## src/design/avrs_pkg.sv

```systemverilog
// Shared types, constants and helpers of the ADC reference ratiometric scaler.
// No dependencies; every other design file imports this package.
package avrs_pkg;

    localparam int unsigned RAW_W = 16;
    localparam int unsigned SUPPLY_W = 31;
    localparam int unsigned RES_W = 32;
    localparam int unsigned VREFINT_W = 21;
    localparam int unsigned FDIV_W = 11;
    localparam int unsigned MUL_A_W = 32;
    localparam int unsigned MUL_B_W = 16;
    localparam int unsigned PROD_W = MUL_A_W + MUL_B_W;
    localparam int unsigned DIVR_W = 16;
    localparam int unsigned CNT_W = $clog2(PROD_W);
    localparam int unsigned CFG_IDX_W = 3;
    localparam int unsigned CFG_DATA_W = 21;
    localparam int unsigned NUM_CH = 5;
    localparam int unsigned CH_W = 3;

    localparam logic [SUPPLY_W-1:0] SUPPLY_RESET_DEFAULT = 31'd3300000;

    localparam logic [CFG_IDX_W-1:0] REG_VREFINT = 3'd0;
    localparam logic [CFG_IDX_W-1:0] REG_FULL_SCALE = 3'd1;
    localparam logic [CFG_IDX_W-1:0] REG_FILTER_DIV = 3'd2;
    localparam logic [CFG_IDX_W-1:0] REG_VOLT_NUM = 3'd3;
    localparam logic [CFG_IDX_W-1:0] REG_VOLT_DEN = 3'd4;
    localparam logic [CFG_IDX_W-1:0] REG_CURR_NUM = 3'd5;
    localparam logic [CFG_IDX_W-1:0] REG_CURR_DEN = 3'd6;

    localparam logic [CH_W-1:0] CH_LEFT_V = 3'd0;
    localparam logic [CH_W-1:0] CH_RIGHT_V = 3'd1;
    localparam logic [CH_W-1:0] CH_LEFT_I = 3'd2;
    localparam logic [CH_W-1:0] CH_RIGHT_I = 3'd3;
    localparam logic [CH_W-1:0] CH_MAIN_I = 3'd4;

    typedef enum logic [1:0] {
        J_SUPPLY = 2'd0,
        J_FILTER = 2'd1,
        J_PIN    = 2'd2,
        J_SCALE  = 2'd3
    } job_t;

    typedef struct packed {
        logic [RAW_W-1:0] ref_code;
        logic [RAW_W-1:0] left_voltage_raw;
        logic [RAW_W-1:0] right_voltage_raw;
        logic [RAW_W-1:0] left_current_raw;
        logic [RAW_W-1:0] right_current_raw;
        logic [RAW_W-1:0] main_current_raw;
    } scan_t;

    typedef struct packed {
        logic [SUPPLY_W-1:0]     supply_uv;
        logic signed [RES_W-1:0] left_voltage;
        logic signed [RES_W-1:0] right_voltage;
        logic signed [RES_W-1:0] left_current;
        logic signed [RES_W-1:0] right_current;
        logic signed [RES_W-1:0] main_current;
    } result_t;

    typedef struct packed {
        logic            in_ready;
        logic            mul_en;
        logic            div_start;
        logic            wb_en;
        logic            load_out;
        job_t            job;
        logic [CH_W-1:0] ch;
    } cmd_t;

    typedef struct packed {
        logic in_valid;
        logic vref_nz;
        logic div_done;
        logic out_free;
    } status_t;

    function automatic logic [MUL_B_W-1:0] nz16(input logic [MUL_B_W-1:0] v);
        nz16 = (v == '0) ? {{(MUL_B_W-1){1'b0}}, 1'b1} : v;
    endfunction

endpackage

```

## src/design/avrs_intf.sv

```systemverilog
// Valid/ready channel interfaces for scans, results and register writes.
// Depends on avrs_pkg for the payload types.
interface avrs_scan_if;
    import avrs_pkg::*;
    logic  valid;
    logic  ready;
    scan_t data;
    modport source (output valid, output data, input ready);
    modport sink (input valid, input data, output ready);
endinterface

interface avrs_result_if;
    import avrs_pkg::*;
    logic    valid;
    logic    ready;
    result_t data;
    modport source (output valid, output data, input ready);
    modport sink (input valid, input data, output ready);
endinterface

interface avrs_cfg_if;
    import avrs_pkg::*;
    logic                  valid;
    logic                  ready;
    logic [CFG_IDX_W-1:0]  index;
    logic [CFG_DATA_W-1:0] data;
    modport source (output valid, output index, output data, input ready);
    modport sink (input valid, input index, input data, output ready);
endinterface

```

## src/design/adc_vref_ratiometric_scaler.sv

```systemverilog
// Each job passes through the shared 48-step divider; a scan runs 12 jobs with a nonzero
// reference code and 10 jobs without. One scan is handled at a time; the next scan is
// taken while a result awaits transfer; the sequence stalls until that result is taken.
// Reset: asynchronous, active low; config registers return to defaults, supply estimate to
// SUPPLY_RESET_UV. Depends on avrs_pkg, avrs_intf, avrs_ctrl and avrs_datapath.
module adc_vref_ratiometric_scaler #(
    parameter logic [avrs_pkg::SUPPLY_W-1:0] SUPPLY_RESET_UV = avrs_pkg::SUPPLY_RESET_DEFAULT
) (
    input  logic            clk,
    input  logic            rst_n,
    avrs_scan_if.sink       scan,
    avrs_result_if.source   result,
    avrs_cfg_if.sink        cfg
);
    import avrs_pkg::*;

    cmd_t    cmd;
    status_t status;

    avrs_ctrl u_ctrl (
        .clk    (clk),
        .rst_n  (rst_n),
        .status (status),
        .cmd    (cmd)
    );

    avrs_datapath #(
        .SUPPLY_RESET_UV (SUPPLY_RESET_UV)
    ) u_datapath (
        .clk    (clk),
        .rst_n  (rst_n),
        .scan   (scan),
        .result (result),
        .cfg    (cfg),
        .cmd    (cmd),
        .status (status)
    );

endmodule

```

## src/design/avrs_div.sv

```systemverilog
// Restoring unsigned divider, one quotient bit per cycle.
// Depends on avrs_pkg for widths.
module avrs_div (
    input  logic                          clk,
    input  logic                          rst_n,
    input  logic                          start,
    input  logic [avrs_pkg::PROD_W-1:0]   dividend,
    input  logic [avrs_pkg::DIVR_W-1:0]   divisor,
    output logic                          done,
    output logic [avrs_pkg::PROD_W-1:0]   quotient
);
    import avrs_pkg::*;

    logic                busy_reg, busy_next;
    logic                done_reg, done_next;
    logic [CNT_W-1:0]    cnt_reg, cnt_next;
    logic [DIVR_W-1:0]   rem_reg, rem_next;
    logic [DIVR_W-1:0]   dvs_reg, dvs_next;
    logic [PROD_W-1:0]   quo_reg, quo_next;
    logic [DIVR_W:0]     trial;

    always_comb
    begin
        busy_next = busy_reg;
        done_next = 1'b0;
        cnt_next = cnt_reg;
        rem_next = rem_reg;
        dvs_next = dvs_reg;
        quo_next = quo_reg;
        trial = {rem_reg, quo_reg[PROD_W-1]};
        if (start)
        begin
            busy_next = 1'b1;
            cnt_next = '0;
            rem_next = '0;
            dvs_next = divisor;
            quo_next = dividend;
        end
        else if (busy_reg)
        begin
            if (trial >= {1'b0, dvs_reg})
            begin
                rem_next = DIVR_W'(trial - {1'b0, dvs_reg});
                quo_next = {quo_reg[PROD_W-2:0], 1'b1};
            end
            else
            begin
                rem_next = trial[DIVR_W-1:0];
                quo_next = {quo_reg[PROD_W-2:0], 1'b0};
            end
            cnt_next = CNT_W'(cnt_reg + 1'b1);
            if (cnt_reg == CNT_W'(PROD_W - 1))
            begin
                busy_next = 1'b0;
                done_next = 1'b1;
            end
        end
    end

    always_ff @(posedge clk or negedge rst_n)
    begin
        if (!rst_n)
        begin
            busy_reg <= 1'b0;
            done_reg <= 1'b0;
            cnt_reg <= '0;
        end
        else
        begin
            busy_reg <= busy_next;
            done_reg <= done_next;
            cnt_reg <= cnt_next;
        end
    end

    always_ff @(posedge clk)
    begin
        rem_reg <= rem_next;
        dvs_reg <= dvs_next;
        quo_reg <= quo_next;
    end

    assign done = done_reg;
    assign quotient = quo_reg;

    a_start_idle: assert property (@(posedge clk) disable iff (!rst_n)
        start |-> !busy_reg) else $error("divider started while busy");

endmodule

```

## src/design/avrs_datapath.sv

```systemverilog
// Datapath: configuration registers, scan and result registers, shared multiplier,
// shared divider and saturation. Depends on avrs_pkg, avrs_intf and avrs_div.
module avrs_datapath #(
    parameter logic [avrs_pkg::SUPPLY_W-1:0] SUPPLY_RESET_UV = avrs_pkg::SUPPLY_RESET_DEFAULT
) (
    input  logic                 clk,
    input  logic                 rst_n,
    avrs_scan_if.sink            scan,
    avrs_result_if.source        result,
    avrs_cfg_if.sink             cfg,
    input  avrs_pkg::cmd_t       cmd,
    output avrs_pkg::status_t    status
);
    import avrs_pkg::*;

    localparam logic [PROD_W-1:0] POS_MAX = PROD_W'(32'h7FFF_FFFF);
    localparam logic [PROD_W-1:0] NEG_MAX = PROD_W'(32'h8000_0000);
    localparam logic signed [RES_W-1:0] I32_MAX = 32'sh7FFF_FFFF;
    localparam logic signed [RES_W-1:0] I32_MIN = 32'sh8000_0000;

    logic [VREFINT_W-1:0] vrefint_reg;
    logic [RAW_W-1:0]     fscale_reg;
    logic [FDIV_W-1:0]    fdiv_reg;
    logic [RAW_W-1:0]     vnum_reg, vden_reg, inum_reg, iden_reg;

    scan_t                in_reg;
    result_t              out_reg;
    logic                 out_valid_reg, out_valid_next;
    logic [SUPPLY_W-1:0]  supply_reg, inst_reg, pin_reg;
    logic signed [RES_W-1:0] res_reg [NUM_CH];
    logic [PROD_W-1:0]    prod_reg;
    logic                 neg_reg;

    logic [MUL_A_W-1:0]   mul_a;
    logic [MUL_B_W-1:0]   mul_b;
    logic                 mul_neg;
    logic [DIVR_W-1:0]    dvs;
    logic [RAW_W-1:0]     raw;
    logic signed [SUPPLY_W+1:0] diff;
    logic [PROD_W-1:0]    quo;
    logic                 div_done;
    logic [SUPPLY_W-1:0]  pos_sat;
    logic signed [RES_W-1:0] sgn_sat, ch_res;
    logic signed [SUPPLY_W+2:0] filt;
    logic [SUPPLY_W-1:0]  filt_sat;

    assign scan.ready = cmd.in_ready;
    assign cfg.ready = 1'b1;

    always_comb
    begin
        case (cmd.ch)
            CH_LEFT_V:  raw = in_reg.left_voltage_raw;
            CH_RIGHT_V: raw = in_reg.right_voltage_raw;
            CH_LEFT_I:  raw = in_reg.left_current_raw;
            CH_RIGHT_I: raw = in_reg.right_current_raw;
            default:    raw = in_reg.main_current_raw;
        endcase
    end

    always_comb
    begin
        mul_a = '0;
        mul_b = '0;
        mul_neg = 1'b0;
        dvs = {{(DIVR_W-1){1'b0}}, 1'b1};
        diff = '0;
        case (cmd.job)
            J_SUPPLY:
            begin
                mul_a = MUL_A_W'(vrefint_reg);
                mul_b = nz16(fscale_reg);
                dvs = in_reg.ref_code;
            end
            J_FILTER:
            begin
                diff = $signed({2'b00, inst_reg}) - $signed({2'b00, supply_reg});
                mul_neg = diff[SUPPLY_W+1];
                mul_a = mul_neg ? MUL_A_W'(-diff) : MUL_A_W'(diff);
                mul_b = {{(MUL_B_W-1){1'b0}}, 1'b1};
                dvs = (fdiv_reg == '0) ? {{(DIVR_W-1){1'b0}}, 1'b1} : DIVR_W'(fdiv_reg);
            end
            J_PIN:
            begin
                mul_a = MUL_A_W'(supply_reg);
                mul_b = raw;
                dvs = nz16(fscale_reg);
            end
            default:
            begin
                if (cmd.ch == CH_LEFT_V || cmd.ch == CH_RIGHT_V)
                begin
                    mul_a = MUL_A_W'(pin_reg);
                    mul_b = vnum_reg;
                    dvs = nz16(vden_reg);
                end
                else
                begin
                    diff = $signed({2'b00, pin_reg}) - $signed({3'b000, supply_reg[SUPPLY_W-1:1]});
                    mul_neg = diff[SUPPLY_W+1];
                    mul_a = mul_neg ? MUL_A_W'(-diff) : MUL_A_W'(diff);
                    mul_b = inum_reg;
                    dvs = nz16(iden_reg);
                end
            end
        endcase
    end

    avrs_div u_div (
        .clk      (clk),
        .rst_n    (rst_n),
        .start    (cmd.div_start),
        .dividend (prod_reg),
        .divisor  (dvs),
        .done     (div_done),
        .quotient (quo)
    );

    always_comb
    begin
        pos_sat = (quo > POS_MAX) ? SUPPLY_W'(POS_MAX) : quo[SUPPLY_W-1:0];
        if (!neg_reg)
        begin
            sgn_sat = (quo > POS_MAX) ? I32_MAX : $signed(quo[RES_W-1:0]);
        end
        else
        begin
            sgn_sat = (quo > NEG_MAX) ? I32_MIN : -$signed(quo[RES_W-1:0]);
        end
        if (cmd.ch == CH_LEFT_I || cmd.ch == CH_RIGHT_I)
        begin
            ch_res = (sgn_sat == I32_MIN) ? I32_MAX : -sgn_sat;
        end
        else
        begin
            ch_res = sgn_sat;
        end
        filt = $signed({3'b000, supply_reg}) + $signed({{2{sgn_sat[RES_W-1]}}, sgn_sat});
        if (filt < 0)
        begin
            filt_sat = '0;
        end
        else if (filt > $signed({3'b000, SUPPLY_W'(POS_MAX)}))
        begin
            filt_sat = SUPPLY_W'(POS_MAX);
        end
        else
        begin
            filt_sat = filt[SUPPLY_W-1:0];
        end
    end

    always_comb
    begin
        out_valid_next = out_valid_reg;
        if (cmd.load_out)
        begin
            out_valid_next = 1'b1;
        end
        else if (result.ready)
        begin
            out_valid_next = 1'b0;
        end
    end

    always_ff @(posedge clk or negedge rst_n)
    begin
        if (!rst_n)
        begin
            vrefint_reg <= 21'd1212000;
            fscale_reg <= 16'd4095;
            fdiv_reg <= 11'd16;
            vnum_reg <= 16'd1;
            vden_reg <= 16'd1;
            inum_reg <= 16'd1;
            iden_reg <= 16'd1;
            supply_reg <= SUPPLY_RESET_UV;
            out_valid_reg <= 1'b0;
        end
        else
        begin
            out_valid_reg <= out_valid_next;
            if (cfg.valid)
            begin
                case (cfg.index)
                    REG_VREFINT:    vrefint_reg <= cfg.data;
                    REG_FULL_SCALE: fscale_reg <= cfg.data[RAW_W-1:0];
                    REG_FILTER_DIV: fdiv_reg <= cfg.data[FDIV_W-1:0];
                    REG_VOLT_NUM:   vnum_reg <= cfg.data[RAW_W-1:0];
                    REG_VOLT_DEN:   vden_reg <= cfg.data[RAW_W-1:0];
                    REG_CURR_NUM:   inum_reg <= cfg.data[RAW_W-1:0];
                    REG_CURR_DEN:   iden_reg <= cfg.data[RAW_W-1:0];
                    default:        ;
                endcase
            end
            if (cmd.wb_en && cmd.job == J_FILTER)
            begin
                supply_reg <= filt_sat;
            end
        end
    end

    always_ff @(posedge clk)
    begin
        if (cmd.in_ready && scan.valid)
        begin
            in_reg <= scan.data;
        end
        if (cmd.mul_en)
        begin
            prod_reg <= mul_a * mul_b;
            neg_reg <= mul_neg;
        end
        if (cmd.wb_en)
        begin
            case (cmd.job)
                J_SUPPLY: inst_reg <= pos_sat;
                J_PIN:    pin_reg <= pos_sat;
                J_SCALE:  res_reg[cmd.ch] <= ch_res;
                default:  ;
            endcase
        end
        if (cmd.load_out)
        begin
            out_reg.supply_uv <= supply_reg;
            out_reg.left_voltage <= res_reg[CH_LEFT_V];
            out_reg.right_voltage <= res_reg[CH_RIGHT_V];
            out_reg.left_current <= res_reg[CH_LEFT_I];
            out_reg.right_current <= res_reg[CH_RIGHT_I];
            out_reg.main_current <= res_reg[CH_MAIN_I];
        end
    end

    assign result.valid = out_valid_reg;
    assign result.data = out_reg;

    assign status.in_valid = scan.valid;
    assign status.vref_nz = (in_reg.ref_code != '0);
    assign status.div_done = div_done;
    assign status.out_free = !out_valid_reg || result.ready;

    a_load_free: assert property (@(posedge clk) disable iff (!rst_n)
        cmd.load_out |-> (!out_valid_reg || result.ready))
        else $error("result register overwritten before transfer");

endmodule

```

## src/design/avrs_ctrl.sv

```systemverilog
// Controller: sequences the supply, filter, pin and scaling jobs of one scan.
// Depends on avrs_pkg for the command and status types.
module avrs_ctrl (
    input  logic               clk,
    input  logic               rst_n,
    input  avrs_pkg::status_t  status,
    output avrs_pkg::cmd_t     cmd
);
    import avrs_pkg::*;

    typedef enum logic [6:0] {
        S_IDLE  = 7'b0000001,
        S_SEL   = 7'b0000010,
        S_MUL   = 7'b0000100,
        S_START = 7'b0001000,
        S_WAIT  = 7'b0010000,
        S_WB    = 7'b0100000,
        S_DONE  = 7'b1000000
    } state_t;

    state_t          state_reg, state_next;
    job_t            job_reg, job_next;
    logic [CH_W-1:0] ch_reg, ch_next;

    always_comb
    begin
        state_next = state_reg;
        job_next = job_reg;
        ch_next = ch_reg;
        cmd = '0;
        cmd.job = job_reg;
        cmd.ch = ch_reg;
        case (state_reg)
            S_IDLE:
            begin
                cmd.in_ready = 1'b1;
                if (status.in_valid)
                begin
                    state_next = S_SEL;
                end
            end
            S_SEL:
            begin
                job_next = status.vref_nz ? J_SUPPLY : J_PIN;
                ch_next = CH_LEFT_V;
                state_next = S_MUL;
            end
            S_MUL:
            begin
                cmd.mul_en = 1'b1;
                state_next = S_START;
            end
            S_START:
            begin
                cmd.div_start = 1'b1;
                state_next = S_WAIT;
            end
            S_WAIT:
            begin
                if (status.div_done)
                begin
                    state_next = S_WB;
                end
            end
            S_WB:
            begin
                cmd.wb_en = 1'b1;
                state_next = S_MUL;
                case (job_reg)
                    J_SUPPLY: job_next = J_FILTER;
                    J_FILTER: job_next = J_PIN;
                    J_PIN:    job_next = J_SCALE;
                    default:
                    begin
                        job_next = J_PIN;
                        ch_next = CH_W'(ch_reg + 1'b1);
                        if (ch_reg == CH_MAIN_I)
                        begin
                            state_next = S_DONE;
                        end
                    end
                endcase
            end
            S_DONE:
            begin
                if (status.out_free)
                begin
                    cmd.load_out = 1'b1;
                    state_next = S_IDLE;
                end
            end
            default:
            begin
                state_next = S_IDLE;
            end
        endcase
    end

    always_ff @(posedge clk or negedge rst_n)
    begin
        if (!rst_n)
        begin
            state_reg <= S_IDLE;
            job_reg <= J_PIN;
            ch_reg <= CH_LEFT_V;
        end
        else
        begin
            state_reg <= state_next;
            job_reg <= job_next;
            ch_reg <= ch_next;
        end
    end

    a_accept_sel: assert property (@(posedge clk) disable iff (!rst_n)
        (cmd.in_ready && status.in_valid) |=> state_reg == S_SEL)
        else $error("accepted scan did not start a sequence");
    a_done_wait: assert property (@(posedge clk) disable iff (!rst_n)
        status.div_done |-> state_reg == S_WAIT)
        else $error("divider finished outside the wait state");
    a_filter_vref: assert property (@(posedge clk) disable iff (!rst_n)
        (state_reg == S_MUL && job_reg == J_FILTER) |-> status.vref_nz)
        else $error("supply filter run with a zero reference code");

endmodule
```

## src/flat_wrapper.sv

```systemverilog
// flat-port wrapper written by rule: the top's interface ports become plain ports
module adc_vref_ratiometric_scaler_flat import avrs_pkg::*;
#(
    parameter logic [avrs_pkg::SUPPLY_W-1:0] SUPPLY_RESET_UV = avrs_pkg::SUPPLY_RESET_DEFAULT
)
  (clk, rst_n, scan_valid, scan_data, scan_ready, result_valid, result_data, result_ready, cfg_valid, cfg_index, cfg_data, cfg_ready);
  avrs_scan_if scan_i ();
  avrs_result_if result_i ();
  avrs_cfg_if cfg_i ();
  input  logic clk;
  input  logic rst_n;
  input wire logic [$bits(scan_i.valid)-1:0] scan_valid;
  input wire logic [$bits(scan_i.data)-1:0] scan_data;
  output wire logic [$bits(scan_i.ready)-1:0] scan_ready;
  output wire logic [$bits(result_i.valid)-1:0] result_valid;
  output wire logic [$bits(result_i.data)-1:0] result_data;
  input wire logic [$bits(result_i.ready)-1:0] result_ready;
  input wire logic [$bits(cfg_i.valid)-1:0] cfg_valid;
  input wire logic [$bits(cfg_i.index)-1:0] cfg_index;
  input wire logic [$bits(cfg_i.data)-1:0] cfg_data;
  output wire logic [$bits(cfg_i.ready)-1:0] cfg_ready;
  assign scan_i.valid = scan_valid;
  assign scan_i.data = scan_data;
  assign scan_ready = scan_i.ready;
  assign result_valid = result_i.valid;
  assign result_data = result_i.data;
  assign result_i.ready = result_ready;
  assign cfg_i.valid = cfg_valid;
  assign cfg_i.index = cfg_index;
  assign cfg_i.data = cfg_data;
  assign cfg_ready = cfg_i.ready;
  adc_vref_ratiometric_scaler #(.SUPPLY_RESET_UV(SUPPLY_RESET_UV)) u_core (.clk(clk), .rst_n(rst_n), .scan(scan_i), .result(result_i), .cfg(cfg_i));
endmodule
```

## config.mk

```make
export PLATFORM = sky130hd
export DESIGN_NAME = adc_vref_ratiometric_scaler_flat
export DESIGN_NICKNAME = d
export VERILOG_FILES = /design/src/design/avrs_pkg.sv /design/src/design/avrs_intf.sv /design/src/design/adc_vref_ratiometric_scaler.sv /design/src/design/avrs_div.sv /design/src/design/avrs_datapath.sv /design/src/design/avrs_ctrl.sv /design/src/flat_wrapper.sv
export SDC_FILE = /design/constraint.sdc
export NUM_CORES = 2
export LEC_CHECK = 0
export ABC_AREA = 1
export BUFFER_PORTS_ARGS = -buffer_cell sky130_fd_sc_hd__buf_2
export CAP_MARGIN = 15
export CORE_ASPECT_RATIO = 1.25
export CORE_MARGIN = 2
export CORE_UTILIZATION = 63
export DETAILED_ROUTE_END_ITERATION = 10
export PLACE_DENSITY = 0.88
export SYNTH_ARGS = -nofsm -noshare
export SYNTH_HDL_FRONTEND = slang
export SYNTH_HIERARCHICAL = 1
export SYNTH_SLANG_ARGS = --single-unit
```

## constraint.sdc

```tcl
create_clock -name clk -period 11.85 [get_ports clk]
set_input_delay 0.5925 -clock clk [delete_from_list [all_inputs] [get_ports clk]]
set_output_delay 0.5925 -clock clk [all_outputs]
set_load 0.05 [all_outputs]
```

==> results list <==
- Outcome: complete, no violations
* Endpoint required time on the critical path: about 12 ns
* Detail-routed via count per cell: approximately 6.1
- Setup total negative slack on the finished layout was measured at 0 ns.
- Overall die height: 342 um
* Global-route wire length before repair: roughly 300000 um
* Num Clock Sinks: roughly 800
- DRC marker count from the first detailed-route iteration: 6224
- Crit path time final: 11.24 ns
- Clock tree from TritonCTS: yes
- Summed over all cells, the static leakage comes to approximately 28 nW.
* Syn avg cell area: 8.72 um^2
- From synthesis to final layout, the design area changed by 9.26%.
- Unrepaired setup endpoints after global routing: false
- Multi-input gate area: between 0.02 and 0.03 mm^2
* Synthesized cell area: 0.0576 mm^2
* Power after layout: approximately 0.018 W
- Detailed Routing Iterations Pass 1: 10
* Post-Route Skew: between 0.03 and 0.04 ns
- Synthesis handed over a netlist of about 6600 instances.
* Pin count of the biggest net entering global routing: between 100 and 150
* H-tree depth: 3
* Share of async-settable or async-resettable flops after synthesis: 0.204
- Cell at the root of the clock tree: clkbuf_16
- Leaving out filler cells and counting taps, the final layout contains ~8000.
* Area of all placed cells without fillers: 0.0630 mm^2
* Synth area leader: edfxtp_1
- Share of the synthesized area in compound gates (AO/OA/AOI/OAI): 0.0688
- For this design, the slowest cell found on the critical path is a21oi_4.
* Initial antenna violation count: 8
- For this run, the share of the core covered by cells in the final layout is 0.691.
* Synth top area cells: edfxtp_1 (32%), fa_1 (15%), nand2_1 (11%)
- Min-Delay Path Class: in2reg
- Flip-flop and latch count after synthesis: around 800
- Proportion of synthesized chip area in sequential cells: 0.402
- Number of buffers added to fix hold violations after cts: 0
- Clock-pin slew was measured on the worst setup and hold paths at about 0.070 ns.
- In this run the worst path has a maximum fanout of 25.
- Of the total synthesized cell area, the portion taken by AND, OR, NAND and NOR gates is 0.224.
- Clock tree synthesis inserted a total of 77 buffers.
* Footprint of the flip-flops and latches: ~0.023 mm^2
* Initial core utilization: 0.633
- Relative slew margins: 0.164
- Flip-flop cell with the highest count after synthesis: edfxtp_1
- Placement Rows: 124
- Residual antenna-violating net count after detailed routing: 0
- Final nets: ~7700
- Share of final-layout standard cells stronger than drive strength 1: 0.110
- Number of global-route vias before repair: 49304
- Ranking of synthesized cells by instance count: nand2_1 (1757), inv_1 (1053), edfxtp_1 (622), nor2_1 (559), fa_1 (422)
- The count of endpoints failing hold in the final timing report was 0.
- Post-CTS timing repair inserted 0 buffers for setup.
- STA classifies the critical path startpoint as a flip-flop.
- Global routing finished with a remaining overflow of 0.
* Unique cell type count in the Yosys netlist: 74
- Total number of vias: between 40000 and 50000
- VDD sags by at most slightly below 0.9 mV.
* Post_cts resized: 0
- Weighted congestion at the end of routability-driven global placement: 1.04
- # setup viols final: 0
- Total of fill cells in the finished design: ~7000
- The worst setup path is of the reg2reg kind.
- After detailed routing, the average wire length per cell comes to 24.8 um.
- In this run the standard cell core region covers 0.0911 mm^2.
* Maximum capacitance violations: 0
- Overall routing resource usage: 0.434
- Flip-flop count of the largest register after layout: about 190
- Multiplexer fraction of the synthesized cell area: 0.00132
- Summed over all layers, the routed wires come to 202000 um.
- At the pin with the least slew margin, the transition time is about 1.3 ns.
* Cell repeated most along the worst path: nand2_1
- Data arrival, critical path: around 12 ns
- Share of the synthesized area in the top cell type: 0.324
- Number of placed cells counting well taps: about 8000
- STA classifies the critical path endpoint as a flip-flop.
- Number of buffers between clock root and the deepest sink: 3
- Dominant cell by count in the synthesized netlist: nand2_1
- The number of slew-limit violations in the final report came to 0.
* Power density of the placed cells: between 200 and 300 mW/mm^2
- Of the total synthesized cell area, the portion taken by full adders, half adders and majority gates is 0.198.
* Synthesis warning total: 6
- Pin placement for this block handled approximately 320 I/O pins.
- The die is 275 um wide.
- Buffers placed on the I/O ports in this run total approximately 320.
- Parity-gate share of the synthesized area counting xor and xnor cells: 0.0200
- Instance area after placement: about 0.060 mm^2
* EDFF count, synth: 622
- Clock latency reported for the late side of the worst-skew pair: 0.66 ns
* Half-perimeter wire length of the detailed placement result: 155000 um
- Post-route fraction of the period consumed by the critical path: 0.949
- Static timing analysis puts the maximum clock frequency at about 90 MHz.
- In this design, the stage delay of the slowest critical-path cell is ~0.64 ns.
- Dominant combinational cell family by area after synthesis: simple AND/OR/NAND/NOR gates
- For this run, design rule violations remaining after detail routing come to 0.
- Die area: around 0.094 mm^2
## layout make-up
type | instances | area share
multi-input cells | 4541 | 0.471
flip-flops and latches | 802 | 0.368
inverters | 1099 | 0.0657
clock buffers | 106 | 0.0336
repair buffers | 374 | 0.0325
well taps | 1197 | 0.0238
clock inverters | 35 | 0.00548
diodes | 5 | 0.000199
## cells by family after synthesis
kind of cell / count (synthesis)
AOI/OAI and AO/OA: 699
buffers and inverters: 1277
and+or+nand+nor: 3034
adders and majority gates: 657
muxes: 7
xor gates and xnor gates: 128
other: 2
DFF: 802
## layer usage
| layer | track usage | vias to the layer above | routed length [um] |
|---|---|---|---|
| met5 | 0 | - | 25 |
| met2 | 0.690 | 3549 | 92400 |
| met4 | 0.319 | 4 | 18200 |
| met1 | 0.522 | 23504 | 69500 |
| li1 | - | 21735 | - |
| met3 | 0.0943 | 889 | 22100 |
## report_power, final
part	switching (W)	leakage, nW	internal [W]
Sequential	0.000241	7.60	0.00380
Combinational	0.00788	19.2	0.00356
Clock	0.00113	1.18	0.00130
## metrics by stage
stage	worst slack, ns	hold slack (ns)
after global routing	0.109	0.0900
final	0.608	0.104
after global placement	0.950	0.400
after detailed placement	0.937	0.405
after CTS	0.874	0.0798
after floorplan	2.38	0.297
## placed cells by master (no fill, tap or decap), types with 17 or more instances in the layout
cell and count:
nor3_1 47, inv_1 1051, nor2_4 17, a31oi_1 20, inv_2 39, xor2_1 76
nand3_2 22, nand3b_1 19, clkbuf_16 79, nand2_2 37, o21ai_0 285, ha_1 235
nand4_1 88, buf_4 55, o21ai_1 28, nand3_1 369, dfstp_2 38, nor4_1 22
fa_1 422, xnor2_1 48, a21oi_1 246, nand2_1 1756, edfxtp_1 622, clkbuf_1 23
nor2_2 53, dfrtp_1 126, nor2_1 551, buf_2 316
## critical path, delay by kind of cell, from the launching register on
kind                     cells  cell delay (ns)
buffers and inverters        8             1.45
flip-flops                   1             0.58
AND/OR/NAND/NOR             10             1.45
XOR/XNOR                     1             0.36
AO/OA/AOI/OAI                9             3.51
adder cells (fa/ha/maj)      8             3.60
## worst paths after layout
check | from | endpoint | slack, ns | cells past startpoint
min in group asynchronous | rst_n | u_core/u_datapath/fscale_reg[12]$_DFFE_PN0P_ | 0.12 | 1
max in group asynchronous | rst_n | u_core/u_datapath/supply_reg[28]$_DFFE_PN0P_ | 10.28 | 2
min reg2reg | u_core/u_datapath/res_reg[0][20]$_DFFE_PP_ | u_core/u_datapath/result.data[148]$_DFFE_PP_ | 0.41 | 0
max | u_core/u_datapath/supply_reg[17]$_DFFE_PN1P_ | u_core/u_datapath/prod_reg[26]$_DFFE_PP_ | 0.61 | 36
min | scan_data[9] | u_core/u_datapath/in_reg[9]$_DFFE_PP_ | 0.10 | 1
max reg2reg | u_core/u_datapath/supply_reg[17]$_DFFE_PN1P_ | u_core/u_datapath/prod_reg[26]$_DFFE_PP_ | 0.61 | 36
No activity file was read; power rests on OpenSTA's default activity.
